===== src/rtl/wbps_pkg.sv =====
`timescale 1ns / 1ps
`default_nettype none

package wbps_pkg;

  localparam int PAT_BYTES  = 32;
  localparam int LEN_W      = 6;
  localparam int CFG_IDX_W  = 3;
  localparam int CFG_DATA_W = 64;
  localparam int ADDR_W     = 64;
  localparam int OFF_FLD_W  = 32;

  localparam logic [7:0] WILDCARD_BYTE = 8'hCC;

  typedef enum logic [CFG_IDX_W-1:0] {
    REG_PAT_0_7   = 3'd0,
    REG_PAT_8_15  = 3'd1,
    REG_PAT_16_23 = 3'd2,
    REG_PAT_24_31 = 3'd3,
    REG_PAT_LEN   = 3'd4,
    REG_BASE      = 3'd5
  } cfg_reg_e;

  typedef enum logic [1:0] {
    ST_FOUND     = 2'd0,
    ST_NOT_FOUND = 2'd1,
    ST_EMPTY     = 2'd2,
    ST_ZERO_BASE = 2'd3
  } status_e;

  typedef struct packed {
    logic [7:0] data_byte;
    logic       last_byte;
  } scan_in_t;

  typedef struct packed {
    status_e               status;
    logic [OFF_FLD_W-1:0]  match_offset;
    logic [ADDR_W-1:0]     match_address;
  } scan_out_t;

  // per-transaction control shared by all cells of the chain
  typedef struct packed {
    logic adv;
    logic clr;
  } cell_ctrl_t;

endpackage

`default_nettype wire


===== src/rtl/wbps_cell.sv =====
`timescale 1ns / 1ps
`default_nettype none

module wbps_cell (
  input  logic                clk_i,
  input  logic                rst_ni,
  input  wbps_pkg::cell_ctrl_t ctrl_i,
  input  logic                prev_i,
  input  logic [7:0]          data_i,
  input  logic [7:0]          pat_i,
  input  logic                en_i,
  input  logic                tail_i,
  output logic                state_o,
  output logic                tail_hit_o
);
  import wbps_pkg::*;

  logic hit;
  logic nxt;
  logic match_q;
  logic match_d;

  assign hit        = (pat_i == WILDCARD_BYTE) || (pat_i == data_i);
  assign nxt        = prev_i & hit & en_i;
  assign tail_hit_o = nxt & tail_i;
  assign state_o    = match_q;

  always_comb begin
    match_d = match_q;
    if (ctrl_i.adv) begin
      match_d = ctrl_i.clr ? 1'b0 : nxt;
    end
  end

  always_ff @(posedge clk_i or negedge rst_ni) begin
    if (!rst_ni) begin
      match_q <= 1'b0;
    end else begin
      match_q <= match_d;
    end
  end

endmodule

`default_nettype wire


===== src/rtl/wbps_out_stage.sv =====
`timescale 1ns / 1ps
`default_nettype none

module wbps_out_stage (
  input  logic                          clk_i,
  input  logic                          rst_ni,
  input  logic                          res_valid_i,
  input  wbps_pkg::status_e             res_status_i,
  input  logic [wbps_pkg::ADDR_W-1:0]   res_offset_i,
  input  logic [wbps_pkg::ADDR_W-1:0]   base_i,
  output logic                          ready_o,
  output logic                          out_valid_o,
  output wbps_pkg::scan_out_t           out_data_o,
  input  logic                          out_stall_i
);
  import wbps_pkg::*;

  logic              s1_valid_q, s1_valid_d;
  status_e           s1_status_q;
  logic [ADDR_W-1:0] s1_off_q;
  logic              s2_valid_q, s2_valid_d;
  scan_out_t         s2_data_q;
  logic              s2_ready;
  logic              s1_ready;

  assign s2_ready    = !s2_valid_q || !out_stall_i;
  assign s1_ready    = !s1_valid_q || s2_ready;
  assign ready_o     = s1_ready;
  assign out_valid_o = s2_valid_q;
  assign out_data_o  = s2_data_q;

  always_comb begin
    s1_valid_d = s1_valid_q;
    s2_valid_d = s2_valid_q;
    if (s1_ready) begin
      s1_valid_d = res_valid_i;
    end
    if (s2_ready) begin
      s2_valid_d = s1_valid_q;
    end
  end

  always_ff @(posedge clk_i or negedge rst_ni) begin
    if (!rst_ni) begin
      s1_valid_q <= 1'b0;
      s2_valid_q <= 1'b0;
    end else begin
      s1_valid_q <= s1_valid_d;
      s2_valid_q <= s2_valid_d;
    end
  end

  // base add sits in its own stage, away from the offset subtract
  always_ff @(posedge clk_i) begin
    if (s1_ready && res_valid_i) begin
      s1_status_q <= res_status_i;
      s1_off_q    <= res_offset_i;
    end
    if (s2_ready && s1_valid_q) begin
      s2_data_q.status       <= s1_status_q;
      s2_data_q.match_offset <= s1_off_q[OFF_FLD_W-1:0];
      s2_data_q.match_address <= (s1_status_q == ST_FOUND) ? (base_i + s1_off_q)
                                                           : '0;
    end
  end

  a_no_overwrite: assert property (@(posedge clk_i) disable iff (!rst_ni)
    (s1_valid_q && s2_valid_q && out_stall_i) |-> !ready_o)
    else $error("result stage accepted while full and stalled");

  a_s1_moves: assert property (@(posedge clk_i) disable iff (!rst_ni)
    (s1_valid_q && s2_ready) |=> s2_valid_q)
    else $error("pending result was dropped between stages");

  a_zero_unless_found: assert property (@(posedge clk_i) disable iff (!rst_ni)
    (out_valid_o && out_data_o.status != ST_FOUND) |->
      (out_data_o.match_offset == '0 && out_data_o.match_address == '0))
    else $error("non-found result carries an offset or address");

endmodule

`default_nettype wire


===== src/rtl/wildcard_byte_pattern_scanner_top.sv =====
`timescale 1ns / 1ps
`default_nettype none

// A result passes through the registered result stages s1 and s2, in that order, before it leaves the output register.
// Throughput: one byte per cycle while in_stall_o is low; the cell chain updates every match bit in the same cycle.
// The output side has two result stages, so input stalls only when both are full.
// Reset clears the match vector, byte position, match flag, config registers and
// both result stages; no clearing pass is needed.
module wildcard_byte_pattern_scanner_top #(
  parameter int MAX_PATTERN  = 32,
  parameter int OFFSET_WIDTH = 32
) (
  input  logic                            clk_i,
  input  logic                            rst_ni,
  input  logic                            cfg_we_i,
  input  logic [wbps_pkg::CFG_IDX_W-1:0]  cfg_idx_i,
  input  logic [wbps_pkg::CFG_DATA_W-1:0] cfg_data_i,
  input  logic                            in_valid_i,
  output logic                            in_stall_o,
  input  wbps_pkg::scan_in_t              in_data_i,
  output logic                            out_valid_o,
  input  logic                            out_stall_i,
  output wbps_pkg::scan_out_t             out_data_o
);
  import wbps_pkg::*;

  localparam int Cap = (MAX_PATTERN < PAT_BYTES) ? MAX_PATTERN : PAT_BYTES;

  logic [CFG_DATA_W-1:0] pat0_q, pat1_q, pat2_q, pat3_q;
  logic [LEN_W-1:0]      pat_len_q;
  logic [ADDR_W-1:0]     base_q;

  logic [OFFSET_WIDTH-1:0] pos_q, pos_d;
  logic                    reported_q, reported_d;

  logic [8*PAT_BYTES-1:0]  pat_all;
  logic [LEN_W-1:0]        len_eff;
  logic [LEN_W-1:0]        len_m1;
  logic                    search_active;
  logic                    in_acc;
  logic                    ready;
  logic                    found;
  logic                    res_valid;
  status_e                 res_status;
  logic [OFFSET_WIDTH-1:0] off;
  logic [ADDR_W-1:0]       res_off;
  cell_ctrl_t              cell_ctrl;
  logic [Cap-1:0]          vec_state;
  logic [Cap-1:0]          tail_hits;

  assign pat_all       = {pat3_q, pat2_q, pat1_q, pat0_q};
  assign len_eff       = (pat_len_q > LEN_W'(Cap)) ? LEN_W'(Cap) : pat_len_q;
  assign len_m1        = len_eff - LEN_W'(1);
  assign search_active = !reported_q && (len_eff != '0) && (base_q != '0);

  assign in_stall_o = !ready;
  assign in_acc     = in_valid_i && ready;

  assign cell_ctrl.adv = in_acc;
  assign cell_ctrl.clr = in_data_i.last_byte || !search_active;

  for (genvar j = 0; j < Cap; j++) begin : g_cell
    logic prev;
    if (j == 0) begin : g_head
      assign prev = 1'b1;
    end else begin : g_link
      assign prev = vec_state[j-1];
    end
    wbps_cell u_cell (
      .clk_i      (clk_i),
      .rst_ni     (rst_ni),
      .ctrl_i     (cell_ctrl),
      .prev_i     (prev),
      .data_i     (in_data_i.data_byte),
      .pat_i      (pat_all[8*j +: 8]),
      .en_i       (LEN_W'(j) < len_eff),
      .tail_i     (LEN_W'(j) == len_m1),
      .state_o    (vec_state[j]),
      .tail_hit_o (tail_hits[j])
    );
  end

  assign found = search_active && (|tail_hits);
  assign off   = pos_q - OFFSET_WIDTH'(len_m1);

  always_comb begin
    res_valid  = in_acc && (found || (in_data_i.last_byte && !reported_q));
    res_status = ST_NOT_FOUND;
    res_off    = '0;
    priority if (found) begin
      res_status = ST_FOUND;
      res_off    = ADDR_W'(off);
    end else if (len_eff == '0) begin
      res_status = ST_EMPTY;
    end else if (base_q == '0) begin
      res_status = ST_ZERO_BASE;
    end else begin
      res_status = ST_NOT_FOUND;
    end
  end

  always_comb begin
    pos_d      = pos_q;
    reported_d = reported_q;
    if (in_acc) begin
      if (in_data_i.last_byte) begin
        pos_d      = '0;
        reported_d = 1'b0;
      end else begin
        if (pos_q != '1) begin
          pos_d = pos_q + OFFSET_WIDTH'(1);
        end
        if (found) begin
          reported_d = 1'b1;
        end
      end
    end
  end

  always_ff @(posedge clk_i or negedge rst_ni) begin
    if (!rst_ni) begin
      pos_q      <= '0;
      reported_q <= 1'b0;
      pat0_q     <= '0;
      pat1_q     <= '0;
      pat2_q     <= '0;
      pat3_q     <= '0;
      pat_len_q  <= '0;
      base_q     <= '0;
    end else begin
      pos_q      <= pos_d;
      reported_q <= reported_d;
      if (cfg_we_i) begin
        unique case (cfg_idx_i)
          REG_PAT_0_7:   pat0_q    <= cfg_data_i;
          REG_PAT_8_15:  pat1_q    <= cfg_data_i;
          REG_PAT_16_23: pat2_q    <= cfg_data_i;
          REG_PAT_24_31: pat3_q    <= cfg_data_i;
          REG_PAT_LEN:   pat_len_q <= cfg_data_i[LEN_W-1:0];
          REG_BASE:      base_q    <= cfg_data_i;
          default: ;
        endcase
      end
    end
  end

  wbps_out_stage u_out (
    .clk_i        (clk_i),
    .rst_ni       (rst_ni),
    .res_valid_i  (res_valid),
    .res_status_i (res_status),
    .res_offset_i (res_off),
    .base_i       (base_q),
    .ready_o      (ready),
    .out_valid_o  (out_valid_o),
    .out_data_o   (out_data_o),
    .out_stall_i  (out_stall_i)
  );

  a_found_sets_flag: assert property (@(posedge clk_i) disable iff (!rst_ni)
    (in_acc && found && !in_data_i.last_byte) |=> reported_q)
    else $error("match flag not set after a match");

  a_last_clears: assert property (@(posedge clk_i) disable iff (!rst_ni)
    (in_acc && in_data_i.last_byte) |=> (pos_q == '0 && !reported_q && vec_state == '0))
    else $error("region state not cleared after final byte");

  a_idle_vector: assert property (@(posedge clk_i) disable iff (!rst_ni)
    (in_acc && !search_active) |=> (vec_state == '0))
    else $error("match vector kept while search is off");

  a_one_per_region: assert property (@(posedge clk_i) disable iff (!rst_ni)
    (reported_q && in_acc) |-> !res_valid)
    else $error("second result in one region");

endmodule

`default_nettype wire

===== config.mk =====
export PLATFORM = sky130hd
export DESIGN_NAME = wildcard_byte_pattern_scanner_top
export DESIGN_NICKNAME = d
export VERILOG_FILES = /design/src/rtl/wbps_pkg.sv /design/src/rtl/wbps_cell.sv /design/src/rtl/wbps_out_stage.sv /design/src/rtl/wildcard_byte_pattern_scanner_top.sv
export SDC_FILE = /design/constraint.sdc
export NUM_CORES = 1
export LEC_CHECK = 0
export ABC_AREA = 1
export BUFFER_PORTS_ARGS = -buffer_cell sky130_fd_sc_hd__buf_4
export CAP_MARGIN = 10
export CORE_MARGIN = 2
export CORE_UTILIZATION = 50
export CTS_CLUSTER_DIAMETER = 50
export DETAILED_ROUTE_END_ITERATION = 10
export MAX_ROUTING_LAYER = met4
export PLACE_DENSITY = 0.7
export REMOVE_ABC_BUFFERS = 1
export SYNTH_ARGS = -nofsm -noshare
export SYNTH_HDL_FRONTEND = slang
export SYNTH_SLANG_ARGS = --single-unit

===== constraint.sdc =====
create_clock -name clk_i -period 6 [get_ports clk_i]
set_input_delay 0.3 -clock clk_i [delete_from_list [all_inputs] [get_ports clk_i]]
set_output_delay 0.3 -clock clk_i [all_outputs]
set_load 0.02 [all_outputs]

# --- Word level (Yosys, flattened, before mapping) ---
# Index checks and enable logic that the tools add are counted.
op_classes:
  bitwise_logic: 95
  shift: 0
  multipliers: 0
  add_sub_neg: 4
  eq_ne: 101
  n_lt_le_gt_ge: 33
  div_mod_pow: 0
  n_mux: 38
  n_reduce_logical: 69
op_table:
  columns: ["op", "count"]
  rows:
  - ["== test 8 bit", 32]
  - ["== test 8 bit (second input constant)", 32]
  - ["== test 5 x 6 -> 1 bit (first input constant)", 16]
  - ["less-than comparator 5 x 6 -> 1 bit (first input constant)", 16]
  - ["AND 1 bit", 95]
  - ["adder 64 bit", 1]
  - ["logical NOT 64 bit", 1]
  - ["2-to-1 mux 32 bit", 2]
  - ["nonzero test 64 bit", 1]
  - ["== test 4 x 6 -> 1 bit (first input constant)", 8]
  - ["less-than comparator 4 x 6 -> 1 bit (first input constant)", 8]
  - ["logical OR 1 bit", 36]
  - ["2-to-1 mux 1 bit", 33]
  - ["adder 32 x 1 -> 32 bit (second input constant)", 1]
  - ["inequality test 32 bit (second input constant)", 1]
  - ["OR reduction 32 bit", 1]
  - ["subtractor 32 x 6 -> 32 bit", 1]
  - ["== test 3 x 6 -> 1 bit (first input constant)", 4]
  - ["less-than comparator 3 x 6 -> 1 bit (first input constant)", 4]
  - ["AND reduction 2 bit", 8]
  - ["== test 2 x 6 -> 1 bit (first input constant)", 2]
  - ["logical NOT 6 bit", 2]
  - ["less-than comparator 1 x 6 -> 1 bit (first input constant)", 2]
  - ["less-than comparator 2 x 6 -> 1 bit (first input constant)", 2]
  - ["15 further kinds", 31]
totals:
  reg_bits: 556
  memories: 0
  word_cells: 388
  mem_bits_ro: 0
  ramBits: 0
  latchBits: 0

# --- Longest topological paths before layout ---
# Gate-level depths: netlist (run 1).
depth:
  ltp_word: 10
  ltp_mapped: 22

# --- Cells and area by module ---
# Synthesis (run 1) repeated with hierarchy kept, for this count alone.
unflattened:
  cells_unflattened: 5137
  hier_area_um2: 35088.7
by_module_without_submodules:
  columns: ["mod", "area_per_inst_um2", "cells_per_inst", "instances"]
  rows:
  - ["wildcard_byte_pattern_scanner_top", 16144.2, 1975, 1]
  - ["wbps_out_stage", 11417.2, 1530, 1]
  - ["wbps_cell", 235.2, 51, 32]

# --- Worst setup path after synthesis (run 1) ---
# OpenSTA, ideal clock, no wires.
synth_timing:
  path_kind: "register to register"
  startpoint: "register u_out.s2_valid_q, in the netlist u_out.out_valid_o"
  endpoint: "register u_out.s2_data_q (netlist bit u_out.out_data_o[0]) (enable)"
  slack_ns: 0.166
  setup_ns: 0.587
  arrival_ns: 5.247
  path_stages_with_launch: 2
  cell_sequence: "dfrtp_1 > a21oi_1"
synth_via:
  elab_chain_cells: 3
synth_lines:
  columns: ["item", "line_no", "rtl"]
  rows:
  - ["from (decl)", "wbps_out_stage.sv:21", "logic s2_valid_q, s2_valid_d;"]
  - ["from (signal assigned)", "wbps_out_stage.sv:49", "s2_valid_q <= s2_valid_d;"]
  - ["logical NOT 1 bit", "wbps_out_stage.sv:26", "assign s2_ready = !s2_valid_q || !out_stall_i;"]
  - ["logical OR 1 bit", "wbps_out_stage.sv:26", null]
  - ["logical AND 1 bit", "wbps_out_stage.sv:59", "if (s2_ready && s1_valid_q) begin"]
  - ["to (decl)", "wbps_out_stage.sv:22", "scan_out_t s2_data_q;"]
# No other way between the ends.
# A chain may end at the register's enable or synchronous reset.

# --- Worst setup path in the final report (run 1) ---
layout_timing:
  startpoint: "register pat_len_q[5]"
  endpoint: "register u_out.s1_off_q[20] (enable)"
layout_via:
  elab_chain_cells: 10
layout_lines:
  columns: ["item", "line_no", "rtl"]
  rows:
  - ["from (decl)", "wildcard_byte_pattern_scanner_top.sv:30", "logic [LEN_W-1:0] pat_len_q;"]
  - ["from (signal assigned)", "wildcard_byte_pattern_scanner_top.sv:139", "REG_PAT_LEN: pat_len_q <= cfg_data_i[LEN_W-1:0];"]
  - ["greater-than comparator 6 bit", "wildcard_byte_pattern_scanner_top.sv:52", "assign len_eff = (pat_len_q > LEN_W'(Cap)) ? LEN_W'(Cap) : pat_len_q;"]
  - ["2-to-1 mux 6 bit *", "wildcard_byte_pattern_scanner_top.sv:52", null]
  - ["subtractor 6 x 1 -> 6 bit, or another cell as far along", "wildcard_byte_pattern_scanner_top.sv:53", "assign len_m1 = len_eff - LEN_W'(1);"]
  - ["== test 1 x 6 -> 1 bit, or another cell as far along", "wildcard_byte_pattern_scanner_top.sv:77", ".tail_i (LEN_W'(j) == len_m1),"]
  - ["AND 1 bit", "wbps_cell.sv:25", "assign tail_hit_o = nxt & tail_i;"]
  - ["OR reduction 32 bit", "wildcard_byte_pattern_scanner_top.sv:83", "assign found = search_active && (|tail_hits);"]
  - ["logical AND 1 bit *", "wildcard_byte_pattern_scanner_top.sv:83", null]
  - ["logical OR 1 bit *", "wildcard_byte_pattern_scanner_top.sv:87", "res_valid = in_acc && (found || (in_data_i.last_byte && !reported_q));"]
  - ["logical AND 1 bit *", "wildcard_byte_pattern_scanner_top.sv:87", null]
  - ["logical AND 1 bit *", "wbps_out_stage.sv:55", "if (s1_ready && res_valid_i) begin"]
  - ["to (signal assigned)", "wbps_out_stage.sv:57", "s1_off_q <= res_offset_i;"]
  - ["to (decl)", "wbps_out_stage.sv:20", "logic [ADDR_W-1:0] s1_off_q;"]
# Mark *: on every way between the ends. The rest lies on a longest branch, timed or not.

==> results of run 1 <==
## worst paths after layout
check | endpoint | slack (ns) | cells after the start | startpoint
setup reg to reg | u_out.s1_off_q[20] | 2.05 | 17 | pat_len_q[5]
hold / removal | base_q[39] | 0.04 | 3 | cfg_data_i[39]
hold reg to reg | g_cell[1].u_cell.state_o | 0.47 | 2 | g_cell[1].u_cell.state_o
min in group asynchronous | base_q[59] | 0.30 | 2 | rst_ni
setup / recovery | u_out.s1_off_q[20] | 2.05 | 17 | pat_len_q[5]
max in group asynchronous | pat3_q[22] | 4.21 | 3 | rst_ni
## registers in the layout (all words and copies together) (netlist names)
name                   flops
pat2_q                    64
pos_q                     32
pat3_q                    64
u_out.s1_off_q            32
u_out.s1_status_q          2
g_cell.u_cell.state_o     31
u_out.out_valid_o          1
pat_len_q                  6
base_q                    64
reported_q                 1
pat1_q                    64
u_out.out_data_o          98
u_out.s1_valid_q           1
pat0_q                    64
## through the flow
step	power, mW	utilization (%)
after floorplan	6.11	-
after global placement	6.91	54.0
after detailed placement	6.94	54.0
after CTS	11.1	58.2
after global routing	11.7	58.2
final	11.1	58.2
## power breakdown
group,total (mW),switching (mW),internal (mW)
Sequential,4.68,0.526,4.16
Combinational,2.25,1.45,0.802
Clock,4.19,1.69,2.49
## routing by layer
metal  track usage, %  vias up  wire length [um]
li1                 -    12100                 -
met1             44.0    12100             40400
met2             49.3     1031             42200
met3             4.59      166              6660
met4             10.6        0              2940
met5                -        -                 0
## cell type report
| class | instances | area [um2] | share of cell area, % |
|---|---|---|---|
| Antenna cell | 1 | 2.50 | 0.00760 |
| Clock inverter | 43 | 488 | 1.48 |
| Inverter | 370 | 1390 | 4.22 |
| Clock buffer | 84 | 1840 | 5.60 |
| Tap cell | 756 | 946 | 2.87 |
| Timing Repair Buffer | 198 | 1510 | 4.60 |
| Sequential cell | 524 | 13800 | 41.8 |
| Multi-Input combinational cell | 2582 | 13000 | 39.4 |
## what timing repair did
action,CTS,global route
hold buffers,3,0
buffers inserted,0,0
hold endpoints to repair,99,0
## kinds of logic (layout without fill, tap and decap cells)
kind of cell	count (synthesis)	after routing
and+or+nand+nor	1703	1703
other	0	1
DFF	524	524
AOI/OAI and AO/OA	653	653
buffers and inverters	513	695
adders and majority gates	44	44
xor gates and xnor gates	182	182
## layout by cell type, fill, tap and decap left out, drive strengths merged, types with 44 or more instances in the layout
| cell type | count |
|---|---|
| nand2 | 1032 |
| o21ai | 433 |
| dfrtp | 392 |
| inv | 379 |
| nor2 | 282 |
| buf | 195 |
| a21oi | 156 |
| xnor2 | 139 |
| edfxtp | 132 |
| nand3 | 123 |
| nor3 | 116 |
| nand4 | 88 |
| clkbuf | 84 |
| nor4 | 44 |
## worst register-to-register path: cells and delay by family (launching register included)
kind,cells,cell delay (ns)
simple gates,13,1.86
buf+inv,3,0.78
flops,1,0.58
fa+ha+maj,1,0.38
==> qor.tcl, run 1 <==
set qor(worst_setup_hold_path_clk_slew_ns) 0.06
set qor(biggest_area_contributors_in_the_synthesized_netlist) {sky130_fd_sc_hd__dfrtp_1, sky130_fd_sc_hd__edfxtp_1, sky130_fd_sc_hd__nand2_1}
set qor(number_of_antenna_violations_at_the_first_check_in_global_routing) 2
set qor(replace_congestion) 0.981
set qor(critPathArrivalTime_ns) 4.22
set qor(cts_buffer_depth) 3
set qor(post_synth_xor_area_fraction_pct) 5.55
set qor(critical_path_buf_inv_count) 3
set qor(initial_core_util_pct) 50.7
set qor(grt_start_max_net_pins) 171
set qor(vias) 25400
set qor(synthesis_warning_total) 0
set qor(drt_pass1_iterations) 7
set qor(route.final.wire_length_um) 92200
set qor(synth.ff_latch_count) 524
set qor(pin_count) 181
set qor(synth_compound_gate_area_share_pct) 12.2
set qor(synth.mux.area_fraction_pct) 0
set qor(rows) 87
set qor(clockRootBuffer) {sky130_fd_sc_hd__clkbuf_16}
set qor(commonest_register_cell_after_synthesis) {sky130_fd_sc_hd__dfrtp_1}
set qor(area_of_the_mapped_netlist_um2) 28700
set qor(clock_sinks) 524
set qor(die_area_um2) 59400
set qor(avgRoutedWirePerCell_um) 20.2
set qor(synthDominantCellAreaShare_pct) 34.2
set qor(slew_hr_pct) 17.7
set qor(final.setup.worst_slack_ns) 2.05
set qor(largest_area_contributor_in_the_netlist) {sky130_fd_sc_hd__dfrtp_1}
set qor(design.final.nets) 3870
set qor(post_route_cells_drive_above_1_share_pct) 10.4
set qor(startpoint_type) {flop}
set qor(number_of_flops_mapped_to_enable_cells_by_yosys) 132
set qor(report.final.setup_viol) 0
set qor(critPathRequiredTime_ns) 6.27
set qor(status) {complete, no violations}
set qor(drc_errors) 0
set qor(cpPeakStageDelay_ns) 0.63
set qor(die_h_um) 244
set qor(timing.critical_path.to_type) {flop}
set qor(clock_latency_ns) 0.62
set qor(ys_types) 47
set qor(crit_fanout) 34
set qor(cts_max_level) 3
set qor(synth_fa_ha_area_share_pct) 1.97
set qor(drt-vias-per-instance) 5.57
set qor(path_class) {flop to flop}
set qor(synth_simple_gate_area_share_pct) 25.3
set qor(placement.setup.worst_slack_ns) 2.10
set qor(postSynthCellCount) 3619
set qor(finalInstanceArea_um2) 32900
set qor(design.core.area_um2) 56600
set qor(max_freq_ghz) 0.253
set qor(yosys.cell_count.top_type) {sky130_fd_sc_hd__nand2_1}
set qor(avgSynthCellArea_um2) 7.94
set qor(dpl.hpwl_um) 64700
set qor(final_cells) 4558
set qor(hold_path_class) {primary input to flop}
set qor(timing.final.hold_violations) 0
set qor(port-buffer-count) 180
set qor(async_flop_share_pct) 74.8
set qor(synthToLayoutAreaGrowth_pct) 14.7
set qor(dpl_cell_area_um2) 30600
set qor(first_iter_violations) 2780
set qor(synth_top_family_by_area) {simple AND/OR/NAND/NOR gates}
set qor(worst_margin_slew_ns) 1.24
set qor(cts-resized-gates) 0
set qor(fillers) 5214
set qor(die_width_um) 244
set qor(path_cells) {nor2_1 > inv_1 > ha_1 > inv_1 > nand2_2 > nand2_4 > nand3_2 > nor2_1 > nand3_1 > nand2_1 > nor2_1 > nand2_1 > nor2_2 > nand2_4 > nand3_1 > nand2_1 > buf_4}
set qor(final_period_minus_worst_setup_slack_ns) 3.95
set qor(synth_sequential_area_ratio_pct) 48.0
set qor(timing.clock.skew_ns) 0.0232
set qor(remaining_global_route_overflow) 0
set qor(max-cap-violations) 0
set qor(worst_path_dominant_cell_family) {simple AND/OR/NAND/NOR gates}
set qor(cellLeakagePower_nw) 15.1
set qor(p_per_area_nw_per_um2) 338
set qor(critical_path.slowest_cell) {sky130_fd_sc_hd__nor2_1}
set qor(post-route-period-util_pct) 65.8
set qor(setup_tns_ns) 0
set qor(grt_use_total_pct) 32.1
set qor(unrepaired_setup_endpoints_after_global_routing) {no}
set qor(wire_length_of_the_first_global_routing_pass_um) 142000
set qor(post_synth_most_frequent_cells) {sky130_fd_sc_hd__nand2_1, sky130_fd_sc_hd__o21ai_0, sky130_fd_sc_hd__dfrtp_1, sky130_fd_sc_hd__inv_1, sky130_fd_sc_hd__nor2_1}
set qor(irDropWorstVdd_v) 0.000240
set qor(cts_tree) {done}
set qor(cts-buffers-inserted) 69
set qor(grt_pass1_vias) 23800
set qor(slew_violations) 0
set qor(dpl.cell_count) 4427
set qor(ant_nets) 0
set qor(final.hold.worst_slack_ns) 0.0379
Note: power is estimated with default switching activity, not from simulation.
==> run 2: changes to the inputs <==
Clock period 6 ns to 3.5 ns, I/O delays scaled along.
==> run 2 against run 1 <==
Worst hold slack worse by 0.017 ns. Highest routed layer unchanged. Core utilization up 1.3 points. Clock power up 63%. Clock skew rose by 0.019 ns.
==> qor.tcl, run 2 (same netlist as run 1, synthesis figures left out) <==
set qor(startpoint_type) {flop}
set qor(finalInstanceArea_um2) 33700 ;# +2.2%
set qor(slew_violations) 0 ;# unchanged
set qor(grt_pass1_vias) 24300 ;# +1.8%
set qor(max_freq_ghz) 0.310 ;# +22%
set qor(die_h_um) 244 ;# unchanged
set qor(cts_buffer_depth) 3 ;# unchanged
set qor(timing.critical_path.to_type) {flop}
set qor(route.final.wire_length_um) 91500 ;# -0.70%
set qor(clockRootBuffer) {sky130_fd_sc_hd__clkbuf_16}
set qor(critPathRequiredTime_ns) 3.96 ;# -2.31 ns
set qor(final.hold.worst_slack_ns) 0.0208 ;# -0.0171 ns
set qor(cts_max_level) 2 ;# -1
set qor(final_period_minus_worst_setup_slack_ns) 3.23 ;# -0.723 ns
set qor(number_of_antenna_violations_at_the_first_check_in_global_routing) 0 ;# -2
set qor(initial_core_util_pct) 50.7 ;# unchanged
set qor(p_int_mw) 12.7 ;# +70%
set qor(rows) 87 ;# unchanged
set qor(path_class) {flop to flop}
set qor(die_width_um) 244 ;# unchanged
set qor(report.final.setup_viol) 0 ;# unchanged
set qor(drt-vias-per-instance) 5.53 ;# -0.67%
set qor(cts-buffers-inserted) 60 ;# -13%
set qor(critPathArrivalTime_ns) 3.68 ;# -0.54 ns
set qor(sequentialPowerShare_pct) 42.6 ;# +0.5 points
set qor(crit_fanout) 8 ;# -76%
set qor(fillers) 5116 ;# -1.9%
set qor(pin_count) 181 ;# unchanged
set qor(drt_pass1_iterations) 6 ;# -1
set qor(drc_errors) 0 ;# unchanged
set qor(timing.clock.skew_ns) 0.0426 ;# +0.0194 ns
set qor(clockPowerShare_pct) 36.4 ;# -1.3 points
set qor(timing.final.hold_violations) 0 ;# unchanged
set qor(first_iter_violations) 2629 ;# -5.4%
set qor(die_area_um2) 59400 ;# unchanged
set qor(ant_nets) 0 ;# unchanged
set qor(worst_margin_slew_ns) 1.18 ;# -0.0577 ns
set qor(p_per_area_nw_per_um2) 557 ;# +65%
set qor(wire_length_of_the_first_global_routing_pass_um) 142000 ;# -0.42%
set qor(power_switching_share_pct) 32.5 ;# -0.42 points
set qor(post_route_cells_drive_above_1_share_pct) 11.1 ;# +0.64 points
set qor(unrepaired_setup_endpoints_after_global_routing) {no}
set qor(worst_setup_hold_path_clk_slew_ns) 0.07 ;# about the same
set qor(most-common-layout-cells) {sky130_fd_sc_hd__nand2_1, sky130_fd_sc_hd__o21ai_0, sky130_fd_sc_hd__dfrtp_1, sky130_fd_sc_hd__inv_1, sky130_fd_sc_hd__nor2_1}
set qor(post-route-period-util_pct) 92.2 ;# +26 points
set qor(dpl.hpwl_um) 65400 ;# +1.0%
set qor(cellLeakagePower_nw) 15.4 ;# +2.3%
set qor(multiInputGateArea_um2) 13000 ;# about the same
set qor(status) {complete, no violations}
set qor(slew_hr_pct) 21.5 ;# +3.8 points
set qor(seq_area_um2) 13800 ;# unchanged
set qor(vias) 25600 ;# +0.81%
set qor(power.net_switching_mw) 6.10 ;# +67%
set qor(flip_flop_count_of_the_largest_register_all_copies_and_words_added) 98 ;# unchanged
set qor(hold_path_class) {primary input to flop}
set qor(combPwrFrac_pct) 21.1 ;# +0.9 points
set qor(grt_start_max_net_pins) 152 ;# -11%
set qor(cts_tree) {done}
set qor(irDropWorstVdd_v) 0.000469 ;# +95%
set qor(port-buffer-count) 180 ;# unchanged
set qor(dpl_cell_area_um2) 31000 ;# +1.3%
set qor(synthToLayoutAreaGrowth_pct) 17.2
set qor(clock_latency_ns) 0.66 ;# +0.04 ns
set qor(most_common_cell_after_layout_fill_and_taps_aside) {sky130_fd_sc_hd__nand2_1}
set qor(remaining_global_route_overflow) 0 ;# unchanged
set qor(replace_congestion) 1.03 ;# +5.3%
set qor(design.core.area_um2) 56600 ;# unchanged
set qor(grt_use_total_pct) 31.8 ;# -0.31 points
set qor(design.final.nets) 3944 ;# +1.9%
set qor(max-cap-violations) 0 ;# unchanged
set qor(avgRoutedWirePerCell_um) 19.8 ;# -2.2%
set qor(clock_sinks) 524 ;# unchanged
set qor(post_cts.repair.setup_buffers) 0 ;# unchanged
==> run 2: cell count changes in the layout (fill, tap and decap cells not counted), moves of 3 or more <==
cell,previous run,this run
sky130_fd_sc_hd__clkbuf_8,6,9
sky130_fd_sc_hd__clkinv_1,6,1
sky130_fd_sc_hd__clkinv_8,4,0
sky130_fd_sc_hd__bufinv_16,6,9
sky130_fd_sc_hd__buf_4,193,217
sky130_fd_sc_hd__clkinvlp_4,3,6
sky130_fd_sc_hd__buf_12,1,12
sky130_fd_sc_hd__clkinv_4,6,3
sky130_fd_sc_hd__clkbuf_16,69,60
sky130_fd_sc_hd__clkbuf_1,9,4
sky130_fd_sc_hd__dlygate4sd3_1,3,51
==> run 2: area by class of cell <==
class / count / area share (%)
Clock inverter: 38 / 1.57
Timing Repair Buffer: 281 / 7.11
Multi-Input combinational cell: 2582 / 38.6
Sequential cell: 524 / 40.9
Inverter: 370 / 4.12
Antenna cell: 1 / 0.00743
Clock buffer: 74 / 4.89
Tap cell: 756 / 2.81
==> run 2: path summary, 6_finish.rpt <==
check                           cells past startpoint                    to              start  slack [ns]
worst max-delay path                               16  u_out.out_data_o[48]          base_q[1]        0.27
worst min-delay path                                3            base_q[49]     cfg_data_i[49]        0.02
worst max register to register                     16  u_out.out_data_o[48]          base_q[1]        0.27
worst min register to register                      0  u_out.out_data_o[69]  u_out.s1_off_q[5]        0.48
max in group asynchronous                           3            pat0_q[47]             rst_ni        2.55
min in group asynchronous                           3            base_q[31]             rst_ni        0.21
==> run 2: metrics by stage <==
step	TNS [ns]	power (mW)	worst slack, ns	utilization (%)	std cells
floorplan	-236.04	10.5	-2.33	-	3476
global placement	0	11.8	0.365	54.7	4462
detailed placement	0	11.9	0.256	54.7	4462
CTS	0	18.8	0.253	59.5	4625
global route	0	19.7	0.0157	59.5	4625
finish	0	18.8	0.274	59.5	4626
==> run 2: worst max-delay path: stages (launching register included) <==
cell and delay [ns]:
sky130_fd_sc_hd__dfrtp_1 0.47, sky130_fd_sc_hd__inv_1 0.10, sky130_fd_sc_hd__fa_1 0.43, sky130_fd_sc_hd__inv_1 0.09
sky130_fd_sc_hd__nand2_1 0.08, sky130_fd_sc_hd__o21ai_1 0.20, sky130_fd_sc_hd__a21oi_1 0.16, sky130_fd_sc_hd__o21ai_2 0.18
sky130_fd_sc_hd__nand2_1 0.07, sky130_fd_sc_hd__nand2_1 0.13, sky130_fd_sc_hd__nand2_1 0.07, sky130_fd_sc_hd__nand2_1 0.13
sky130_fd_sc_hd__nand2_1 0.07, sky130_fd_sc_hd__nand2_1 0.20, sky130_fd_sc_hd__nand2_1 0.22, sky130_fd_sc_hd__o21ai_0 0.19
sky130_fd_sc_hd__nor3b_1 0.23
==> run 2: layer usage <==
| metal | vias up | GRT usage (%) | part of all wire [%] |
|---|---|---|---|
| li1 | 12300 | - | - |
| met1 | 12100 | 43.7 | 43 |
| met2 | 1032 | 48.7 | 46 |
| met3 | 203 | 3.46 | 7.5 |
| met4 | 0 | 12.1 | 4.0 |
| met5 | - | - | 0 |
==> run 2: power groups by stage <==
stage,combinational [mW],clock [mW],sequential [mW]
3_3_place_gp,3.78,0,8.05
2_1_floorplan,2.54,0,7.93
6_report,3.95,6.82,7.98
4_1_cts,3.92,6.91,7.96
3_5_place_dp,3.85,0,8.06
5_1_grt,4.46,7.17,8.08
==> run 2: timing repair <==
action | 4_1_cts | 5_1_grt
hold buffers | 51 | 0
endpoints found under the hold margin | 627 | 0
resized for setup | 0 | 2
setup endpoints to repair | 0 | 6
